**config.mk**
```make
export PLATFORM = sky130hd
export DESIGN_NAME = two_class_fifo_oldest_first_flat
export DESIGN_NICKNAME = d
export VERILOG_FILES = /design/src/rtl/tcf_pkg.sv /design/src/rtl/tcf_req_if.sv /design/src/rtl/tcf_rsp_if.sv /design/src/rtl/tcf_queue.sv /design/src/rtl/two_class_fifo_oldest_first.sv /design/src/flat_wrapper.sv
export SDC_FILE = /design/constraint.sdc
export NUM_CORES = 1
export LEC_CHECK = 0
export ABC_CLOCK_PERIOD_IN_PS = 4750
export BUFFER_PORTS_ARGS = -buffer_cell sky130_fd_sc_hd__clkbuf_2
export CORE_ASPECT_RATIO = 1.5
export CORE_MARGIN = 10
export CORE_UTILIZATION = 40
export DETAILED_ROUTE_END_ITERATION = 7
export HOLD_SLACK_MARGIN = 0.05
export PLACE_DENSITY = 0.68
export RECOVER_POWER = 50
export SYNTH_ARGS = -nofsm -noshare
export SYNTH_HDL_FRONTEND = slang
export SYNTH_SLANG_ARGS = --single-unit
```
**constraint.sdc**
```tcl
create_clock -name clock -period 4.75 [get_ports clock]
set_input_delay 0.2375 -clock clock [delete_from_list [all_inputs] [get_ports clock]]
set_output_delay 0.2375 -clock clock [all_outputs]
set_load 0.01 [all_outputs]
```
**src/rtl/tcf_pkg.sv**
```systemverilog
// package: shared types and constants of the two-class oldest-first queue
`default_nettype none

package tcf_pkg;

   localparam int STAMP_W = 32;

   typedef enum logic [1:0] {
      OP_ENQ     = 2'd0,
      OP_DEQ_ANY = 2'd1,
      OP_DEQ_A   = 2'd2,
      OP_DEQ_B   = 2'd3
   } op_type;

   typedef enum logic [1:0] {
      ST_OK    = 2'd0,
      ST_EMPTY = 2'd1,
      ST_FULL  = 2'd2
   } status_type;

   localparam logic CLASS_A = 1'b0;
   localparam logic CLASS_B = 1'b1;

   typedef struct packed {
      logic push;
      logic pop;
   } q_ctrl_type;

   typedef struct packed {
      logic has;
      logic full;
   } q_stat_type;

endpackage

`default_nettype wire

```
**src/rtl/tcf_req_if.sv**
```systemverilog
// interface: request channel of the two-class queue
`default_nettype none

interface tcf_req_if
   import tcf_pkg::*;
();
   logic               valid;
   logic               ready;
   logic [1:0]         opcode;
   logic               entry_class;
   logic [STAMP_W-1:0] arrival_stamp;

   modport source (output valid, output opcode, output entry_class, output arrival_stamp,
                   input ready);
   modport sink (input valid, input opcode, input entry_class, input arrival_stamp,
                 output ready);
endinterface

`default_nettype wire

```
**src/rtl/tcf_rsp_if.sv**
```systemverilog
// interface: response channel of the two-class queue
`default_nettype none

interface tcf_rsp_if
   import tcf_pkg::*;
();
   logic               valid;
   logic               ready;
   logic [1:0]         status;
   logic               out_class;
   logic [STAMP_W-1:0] out_stamp;

   modport source (output valid, output status, output out_class, output out_stamp,
                   input ready);
   modport sink (input valid, input status, input out_class, input out_stamp,
                 output ready);
endinterface

`default_nettype wire

```
**src/rtl/tcf_queue.sv**
```systemverilog
// module: one class queue, circular store with a registered head entry
`default_nettype none

module tcf_queue
   import tcf_pkg::*;
#(
   parameter int DEPTH = 16
) (
   input  wire logic               clock,
   input  wire logic               reset,
   input  wire q_ctrl_type         ctrl,
   input  wire logic [STAMP_W-1:0] push_stamp,
   output q_stat_type              stat,
   output logic [STAMP_W-1:0]      front_stamp
);

   localparam int IDX_W = (DEPTH > 1) ? $clog2(DEPTH) : 1;
   localparam int CNT_W = $clog2(DEPTH + 1);
   localparam logic [IDX_W-1:0] LAST_IDX = IDX_W'(DEPTH - 1);
   localparam logic [CNT_W-1:0] FULL_CNT = CNT_W'(DEPTH);

   logic [STAMP_W-1:0] store_mem [DEPTH];

   logic [IDX_W-1:0]   head_ff, head_in;
   logic [IDX_W-1:0]   tail_ff, tail_in;
   logic [CNT_W-1:0]   count_ff, count_in;
   logic               pop_d_ff, pop_d_in;
   logic [STAMP_W-1:0] front_ff, front_in;
   logic [STAMP_W-1:0] ahead_ff;
   logic [IDX_W-1:0]   head_next;
   logic [IDX_W-1:0]   tail_next;

   assign head_next = (head_ff == LAST_IDX) ? '0 : head_ff + 1'b1;
   assign tail_next = (tail_ff == LAST_IDX) ? '0 : tail_ff + 1'b1;

   // head entry: the next-to-head read lands in the cycle after a pop
   assign front_stamp = pop_d_ff ? ahead_ff : front_ff;

   assign stat.has  = (count_ff != '0);
   assign stat.full = (count_ff == FULL_CNT);

   always_comb begin
      head_in  = ctrl.pop ? head_next : head_ff;
      tail_in  = ctrl.push ? tail_next : tail_ff;
      count_in = count_ff;
      if (ctrl.push) begin
         count_in = count_ff + 1'b1;
      end else if (ctrl.pop) begin
         count_in = count_ff - 1'b1;
      end
      pop_d_in = ctrl.pop;
      front_in = (ctrl.push && !stat.has) ? push_stamp : front_stamp;
   end

   always_ff @(posedge clock) begin
      if (ctrl.push) begin
         store_mem[tail_ff] <= push_stamp;
      end
      ahead_ff <= store_mem[head_next];
   end

   always_ff @(posedge clock) begin
      front_ff <= front_in;
      if (reset) begin
         head_ff  <= '0;
         tail_ff  <= '0;
         count_ff <= '0;
         pop_d_ff <= 1'b0;
      end else begin
         head_ff  <= head_in;
         tail_ff  <= tail_in;
         count_ff <= count_in;
         pop_d_ff <= pop_d_in;
      end
   end

   a_pop_needs_entry: assert property (@(posedge clock) disable iff (reset)
      ctrl.pop |-> stat.has)
      else $error("pop from empty queue");

   a_push_needs_room: assert property (@(posedge clock) disable iff (reset)
      ctrl.push |-> !stat.full)
      else $error("push into full queue");

   a_last_pop_empties: assert property (@(posedge clock) disable iff (reset)
      (ctrl.pop && count_ff == CNT_W'(1)) |=> !stat.has)
      else $error("queue not empty after last pop");

endmodule

`default_nettype wire

```
**src/rtl/two_class_fifo_oldest_first.sv**
```systemverilog
// top level: two-class queue with oldest-first dequeue
//
//   channel   dir   handshake      payload
//   req_if    in    valid/ready    opcode, entry_class, arrival_stamp
//   rsp_if    out   valid/ready    status, out_class, out_stamp
//
// one item per cycle sustained while results are taken; a taken item passes through the request
// register and then the result register before its result is offered; the
// registered next-to-head store read in each queue adds no register to that path
// reset empties both queues; store contents are not cleared
// a stalled result holds the request register, which holds req_if.ready low
`default_nettype none

module two_class_fifo_oldest_first
   import tcf_pkg::*;
#(
   parameter int QUEUE_DEPTH = 16
) (
   input  wire logic clock,
   input  wire logic reset,
   tcf_req_if.sink   req_if,
   tcf_rsp_if.source rsp_if
);

   logic               s1_valid_ff, s1_valid_in;
   op_type             s1_op_ff;
   logic               s1_class_ff;
   logic [STAMP_W-1:0] s1_stamp_ff;

   logic               rsp_valid_ff, rsp_valid_in;
   status_type         status_ff, status_in;
   logic               class_ff, class_in;
   logic [STAMP_W-1:0] stamp_ff, stamp_in;

   logic               advance;
   q_ctrl_type         a_ctrl, b_ctrl;
   q_stat_type         a_stat, b_stat;
   logic [STAMP_W-1:0] a_front, b_front;
   logic               take_b;

   assign advance      = s1_valid_ff && (!rsp_valid_ff || rsp_if.ready);
   assign req_if.ready = !s1_valid_ff || advance;

   assign s1_valid_in  = req_if.ready ? req_if.valid : s1_valid_ff;
   assign rsp_valid_in = advance ? 1'b1 : (rsp_if.ready ? 1'b0 : rsp_valid_ff);

   tcf_queue #(.DEPTH(QUEUE_DEPTH)) u_queue_a (
      .clock       (clock),
      .reset       (reset),
      .ctrl        (a_ctrl),
      .push_stamp  (s1_stamp_ff),
      .stat        (a_stat),
      .front_stamp (a_front)
   );

   tcf_queue #(.DEPTH(QUEUE_DEPTH)) u_queue_b (
      .clock       (clock),
      .reset       (reset),
      .ctrl        (b_ctrl),
      .push_stamp  (s1_stamp_ff),
      .stat        (b_stat),
      .front_stamp (b_front)
   );

   // class b only when strictly older, or when class a is empty
   assign take_b = b_stat.has && (!a_stat.has || (b_front < a_front));

   always_comb begin
      a_ctrl    = '0;
      b_ctrl    = '0;
      status_in = ST_EMPTY;
      class_in  = CLASS_A;
      stamp_in  = '0;
      unique case (s1_op_ff)
         OP_ENQ: begin
            if (s1_class_ff == CLASS_B) begin
               status_in   = b_stat.full ? ST_FULL : ST_OK;
               b_ctrl.push = advance && !b_stat.full;
            end else begin
               status_in   = a_stat.full ? ST_FULL : ST_OK;
               a_ctrl.push = advance && !a_stat.full;
            end
         end
         OP_DEQ_ANY: begin
            if (take_b) begin
               status_in  = ST_OK;
               class_in   = CLASS_B;
               stamp_in   = b_front;
               b_ctrl.pop = advance;
            end else if (a_stat.has) begin
               status_in  = ST_OK;
               stamp_in   = a_front;
               a_ctrl.pop = advance;
            end
         end
         OP_DEQ_A: begin
            if (a_stat.has) begin
               status_in  = ST_OK;
               stamp_in   = a_front;
               a_ctrl.pop = advance;
            end
         end
         OP_DEQ_B: begin
            if (b_stat.has) begin
               status_in  = ST_OK;
               class_in   = CLASS_B;
               stamp_in   = b_front;
               b_ctrl.pop = advance;
            end
         end
         default: begin
            status_in = ST_EMPTY;
         end
      endcase
   end

   always_ff @(posedge clock) begin
      if (req_if.ready) begin
         s1_op_ff    <= op_type'(req_if.opcode);
         s1_class_ff <= req_if.entry_class;
         s1_stamp_ff <= req_if.arrival_stamp;
      end
      if (advance) begin
         status_ff <= status_in;
         class_ff  <= class_in;
         stamp_ff  <= stamp_in;
      end
      if (reset) begin
         s1_valid_ff  <= 1'b0;
         rsp_valid_ff <= 1'b0;
      end else begin
         s1_valid_ff  <= s1_valid_in;
         rsp_valid_ff <= rsp_valid_in;
      end
   end

   assign rsp_if.valid     = rsp_valid_ff;
   assign rsp_if.status    = status_ff;
   assign rsp_if.out_class = class_ff;
   assign rsp_if.out_stamp = stamp_ff;

   a_empty_result_zero: assert property (@(posedge clock) disable iff (reset)
      (rsp_valid_ff && status_ff == ST_EMPTY) |-> (class_ff == CLASS_A && stamp_ff == '0))
      else $error("empty result carries data");

   a_no_pop_when_held: assert property (@(posedge clock) disable iff (reset)
      (rsp_valid_ff && !rsp_if.ready) |-> !(a_ctrl.pop || b_ctrl.pop || a_ctrl.push || b_ctrl.push))
      else $error("queue state changed while result held");

   a_single_queue_op: assert property (@(posedge clock) disable iff (reset)
      $countones({a_ctrl.pop, b_ctrl.pop, a_ctrl.push, b_ctrl.push}) <= 1)
      else $error("more than one queue operation in a cycle");

endmodule

`default_nettype wire
```
**src/flat_wrapper.sv**
```systemverilog
// flat-port wrapper written by rule: the top's interface ports become plain ports
module two_class_fifo_oldest_first_flat import tcf_pkg::*;
#(
   parameter int QUEUE_DEPTH = 16
)
  (clock, reset, req_if_valid, req_if_opcode, req_if_entry_class, req_if_arrival_stamp, req_if_ready, rsp_if_valid, rsp_if_status, rsp_if_out_class, rsp_if_out_stamp, rsp_if_ready);
  tcf_req_if req_if_i ();
  tcf_rsp_if rsp_if_i ();
  input  wire logic clock;
  input  wire logic reset;
  input wire logic [$bits(req_if_i.valid)-1:0] req_if_valid;
  input wire logic [$bits(req_if_i.opcode)-1:0] req_if_opcode;
  input wire logic [$bits(req_if_i.entry_class)-1:0] req_if_entry_class;
  input wire logic [$bits(req_if_i.arrival_stamp)-1:0] req_if_arrival_stamp;
  output wire logic [$bits(req_if_i.ready)-1:0] req_if_ready;
  output wire logic [$bits(rsp_if_i.valid)-1:0] rsp_if_valid;
  output wire logic [$bits(rsp_if_i.status)-1:0] rsp_if_status;
  output wire logic [$bits(rsp_if_i.out_class)-1:0] rsp_if_out_class;
  output wire logic [$bits(rsp_if_i.out_stamp)-1:0] rsp_if_out_stamp;
  input wire logic [$bits(rsp_if_i.ready)-1:0] rsp_if_ready;
  assign req_if_i.valid = req_if_valid;
  assign req_if_i.opcode = req_if_opcode;
  assign req_if_i.entry_class = req_if_entry_class;
  assign req_if_i.arrival_stamp = req_if_arrival_stamp;
  assign req_if_ready = req_if_i.ready;
  assign rsp_if_valid = rsp_if_i.valid;
  assign rsp_if_status = rsp_if_i.status;
  assign rsp_if_out_class = rsp_if_i.out_class;
  assign rsp_if_out_stamp = rsp_if_i.out_stamp;
  assign rsp_if_i.ready = rsp_if_ready;
  two_class_fifo_oldest_first #(.QUEUE_DEPTH(QUEUE_DEPTH)) u_core (.clock(clock), .reset(reset), .req_if(req_if_i), .rsp_if(rsp_if_i));
endmodule
```
==> run_summary.xml <==
<?xml version="1.0" encoding="UTF-8"?>
<metrics>
  <group name="finish">
    <metric name="layout.cells.most_common_list" unit="">edfxtp_1, mux4_2, dfxtp_1</metric>
    <metric name="post-route-util" unit="">0.463</metric>
    <metric name="nets" unit="">2522</metric>
    <metric name="layout-drive-gt1-share" unit="">0.291</metric>
    <metric name="layoutNonFillerInstCount" unit="">4097</metric>
    <metric name="most_frequent_standard_cell_in_the_layout_excluding_fill_and_tap_cells" unit="">edfxtp_1</metric>
    <metric name="area_added_between_synthesis_and_finish" unit="%">15.3</metric>
    <metric name="cell_area_after_layout" unit="µm²">54900</metric>
  </group>
  <group name="detailed_routing">
    <metric name="average_via_count_per_standard_cell" unit="">5.58</metric>
    <metric name="vias" unit="">22900</metric>
    <metric name="final_antenna_net_count" unit="">0</metric>
    <metric name="wl_per_cell" unit="µm">28.0</metric>
    <metric name="finalWirelength" unit="µm">115000</metric>
    <metric name="drt_iter0_markers" unit="">2279</metric>
    <metric name="drtPass1Iterations" unit="">5</metric>
    <metric name="drcViolationCount" unit="">0</metric>
  </group>
  <group name="clock_network">
    <metric name="max-clock-path-buffers" unit="">3</metric>
    <metric name="worst_skew_pair_latency" unit="ns">0.74</metric>
    <metric name="cts_sinks" unit="">1252</metric>
    <metric name="tritoncts.num_buffers" unit="">108</metric>
    <metric name="root_buffer" unit="">clkbuf_16</metric>
    <metric name="cts.clk_slew.worst_paths" unit="ns">0.07</metric>
    <metric name="cts_tree" unit="">yes</metric>
    <metric name="cts_max_level" unit="">3</metric>
    <metric name="post_cts_buffers" unit="">0</metric>
  </group>
  <group name="grt">
    <metric name="grt_util_met2" unit="">0.297</metric>
    <metric name="global_routing_usage_on_met1" unit="">0.214</metric>
    <metric name="grt_pass1_vias" unit="">24300</metric>
    <metric name="grt_first_pass_wirelength" unit="µm">168000</metric>
    <metric name="grt_usage" unit="">0.171</metric>
    <metric name="globalRoute.busiestLayer" unit="">met2</metric>
    <metric name="grt_use_met3" unit="">0.0256</metric>
    <metric name="globalRoute.totalOverflow" unit="">0</metric>
    <metric name="grt_start_max_net_pins" unit="">81</metric>
    <metric name="antenna_found_initial" unit="">5</metric>
  </group>
  <group name="sta">
    <metric name="slew_headroom" unit="">-0.736</metric>
    <metric name="sum_of_negative_setup_slack" unit="ns">0</metric>
    <metric name="timing.final.hold_violations" unit="">0</metric>
    <metric name="drv_slew" unit="">663</metric>
    <metric name="grt_setup_unrepaired" unit="">no</metric>
    <metric name="worst_slew_pin_tran" unit="ns">2.60</metric>
    <metric name="clock-skew-final" unit="ns">0.0397</metric>
    <metric name="timing.final.ws_setup" unit="ns">0.436</metric>
    <metric name="post-route-period-util" unit="">0.908</metric>
    <metric name="finalCriticalPeriod" unit="ns">4.31</metric>
    <metric name="fmaxAchievable" unit="GHz">0.232</metric>
    <metric name="finalHoldWorstSlack" unit="ns">0.210</metric>
    <metric name="setup-violations-final" unit="">0</metric>
  </group>
  <group name="hold_path">
    <metric name="hold_class" unit="">in -&gt; reg</metric>
  </group>
  <group name="logic_synthesis">
    <metric name="synth_async_sr_flop_share" unit="">0</metric>
    <metric name="synthesis.area" unit="µm²">47700</metric>
    <metric name="post_synth_num_cell_types" unit="">62</metric>
    <metric name="yosys.area_share.simple" unit="">0.0209</metric>
    <metric name="ys.flop_type" unit="">edfxtp_1</metric>
    <metric name="synth.avg_cell_area" unit="µm²">21.5</metric>
    <metric name="synth_top_family_by_area" unit="">multiplexers</metric>
    <metric name="post_synthesis_compound_gate_area_fraction" unit="">0.0212</metric>
    <metric name="muxShareOfSynthArea" unit="">0.174</metric>
    <metric name="synth_xor_xnor_area_share" unit="">0.00220</metric>
    <metric name="netlist_instances" unit="">2216</metric>
    <metric name="synth.yosys.seq_area_share" unit="">0.755</metric>
    <metric name="syn-num-nets" unit="">2308</metric>
    <metric name="synth_edf_count" unit="">1094</metric>
    <metric name="number_of_synthesized_register_bits" unit="">1252</metric>
    <metric name="yosys_warnings" unit="">0</metric>
    <metric name="post_synth_fa_ha_maj_area_fraction" unit="">0.0142</metric>
  </group>
  <group name="placed_design">
    <metric name="dpl-instance-area" unit="µm²">50800</metric>
    <metric name="hpwl" unit="µm">68600</metric>
    <metric name="routabilityCongestion" unit="">0.855</metric>
    <metric name="dpl.cell_count" unit="">3852</metric>
    <metric name="io_buffers" unit="">75</metric>
    <metric name="pre_cts_ws" unit="ns">0.588</metric>
  </group>
  <group name="setup_path">
    <metric name="critical_path.endpoint_type" unit="">flip-flop</metric>
    <metric name="critical_path_peak_fanout" unit="">41</metric>
    <metric name="required" unit="ns">5.36</metric>
    <metric name="arrival" unit="ns">4.92</metric>
    <metric name="crit_type" unit="">reg -&gt; reg</metric>
    <metric name="cp-start-kind" unit="">flip-flop</metric>
  </group>
  <group name="pwr">
    <metric name="power.density_cell_area" unit="nW/µm²">444</metric>
    <metric name="total_leakage_power" unit="nW">17.7</metric>
    <metric name="power" unit="mW">24.4</metric>
    <metric name="ir_worst_vdd" unit="µV">296</metric>
  </group>
  <group name="floorplan">
    <metric name="core-area" unit="µm²">119000</metric>
    <metric name="dieHeight" unit="µm">443</metric>
    <metric name="die_w" unit="µm">302</metric>
    <metric name="initial_utilization" unit="">0.402</metric>
    <metric name="die_area" unit="µm²">134000</metric>
    <metric name="fp-row-count" unit="">155</metric>
    <metric name="ios" unit="">76</metric>
  </group>
  <group name="run_status">
    <metric name="outcome" unit="">complete, but fails checks</metric>
    <metric name="violations" unit="">max-capacitance violations, max-slew violations</metric>
  </group>
  <group name="run">
    <metric name="drv_cap" unit="">19</metric>
  </group>
</metrics>
## cell type report
| cell class | instances | area, µm² |
|---|---|---|
| fill | 9713 | 63700 |
| sequential | 1252 | 36000 |
| multi-input combinational | 839 | 11400 |
| clock buffer | 126 | 2840 |
| tap | 1570 | 1960 |
| timing repair buffer | 215 | 1610 |
| clock inverter | 79 | 1040 |
| inverter | 14 | 52.6 |
| antenna | 2 | 5.00 |
## sequential cells by signal, summed over array words and instances, names as in the netlist, 32 cells and up
name,flops
u_core.u_queue_a.store_mem,512
u_core.u_queue_b.store_mem,512
u_core.rsp_if.out_stamp,32
u_core.s1_stamp_ff,32
u_core.u_queue_a.ahead_ff,32
u_core.u_queue_a.front_ff,32
u_core.u_queue_b.ahead_ff,32
u_core.u_queue_b.front_ff,32
## cell families (layout without fill, tap and decap cells)
logic type                 after synthesis  count (layout)
DFF                                   1252            1252
muxes                                  421             421
and+or+nand+nor                        208             208
AOI/OAI and AO/OA                      145             145
buffers and inverters                  125             434
adders and majority gates               53              53
xor gates and xnor gates                12              12
other                                    0               2
## critical path, cell delays in order (launching register included)
cell,delay (ns)
dfxtp_2,0.75
buf_4,0.33
mux2_2,0.39
ha_1,0.33
a21oi_1,0.18
nand2_1,0.08
a211oi_1,0.33
o211a_1,0.36
a31o_2,0.90
a311oi_1,0.24
a31o_1,0.29
## per-layer routing
layer / vias to the layer above / wire (µm)
li1: 9623 / -
met1: 12200 / 43900
met2: 877 / 59800
met3: 180 / 7210
met4: 0 / 3890
met5: - / 0
## worst paths after layout
check                               startpoint                      endpoint  slack (ns)  depth (start not counted)
setup / recovery     u_core.u_queue_b.pop_d_ff   u_core.u_queue_b.head_ff[2]        0.44                         10
setup reg to reg     u_core.u_queue_b.pop_d_ff   u_core.u_queue_b.head_ff[2]        0.44                         10
hold / removal        req_if_arrival_stamp[19]        u_core.s1_stamp_ff[19]        0.21                          2
hold reg to reg   u_core.u_queue_b.count_ff[3]  u_core.u_queue_b.count_ff[3]        0.52                          2
## synth_stat cells, types with 5 or more instances
library cell / count / area share
nor3_1: 17 / 0.0018
nand3_1: 9 / 0.00094
dfxtp_1: 158 / 0.066
nand2_1: 20 / 0.0016
clkbuf_1: 65 / 0.0051
o21ai_0: 16 / 0.0017
nand2b_1: 12 / 0.0016
edfxtp_1: 1094 / 0.69
nor2b_1: 6 / 0.00079
inv_1: 14 / 0.0011
mux2_2: 64 / 0.015
a2bb2oi_1: 27 / 0.0050
xor2_1: 6 / 0.0011
ha_1: 51 / 0.013
mux2i_1: 34 / 0.0071
nor2_1: 108 / 0.0085
a211oi_1: 6 / 0.00094
buf_2: 35 / 0.0037
mux4_2: 320 / 0.15
nand4_1: 11 / 0.0014
buf_6: 5 / 0.0012
xnor2_1: 6 / 0.0011
a21o_1: 6 / 0.00094
a21oi_1: 61 / 0.0064
buf_1: 5 / 0.00039
## power by group
part	leakage, nW	internal [mW]	switching (mW)
logic	4.54	1.04	1.23
clock network	1.89	5.48	4.07
registers	11.2	12.3	0.244
## timing repair
| action | 4_1_cts | 5_1_grt |
|---|---|---|
| gates resized for setup | 0 | 0 |
| hold buffers | 38 | 0 |
| hold endpoints to repair | 37 | 0 |
Power figures use the tool's default switching activity.
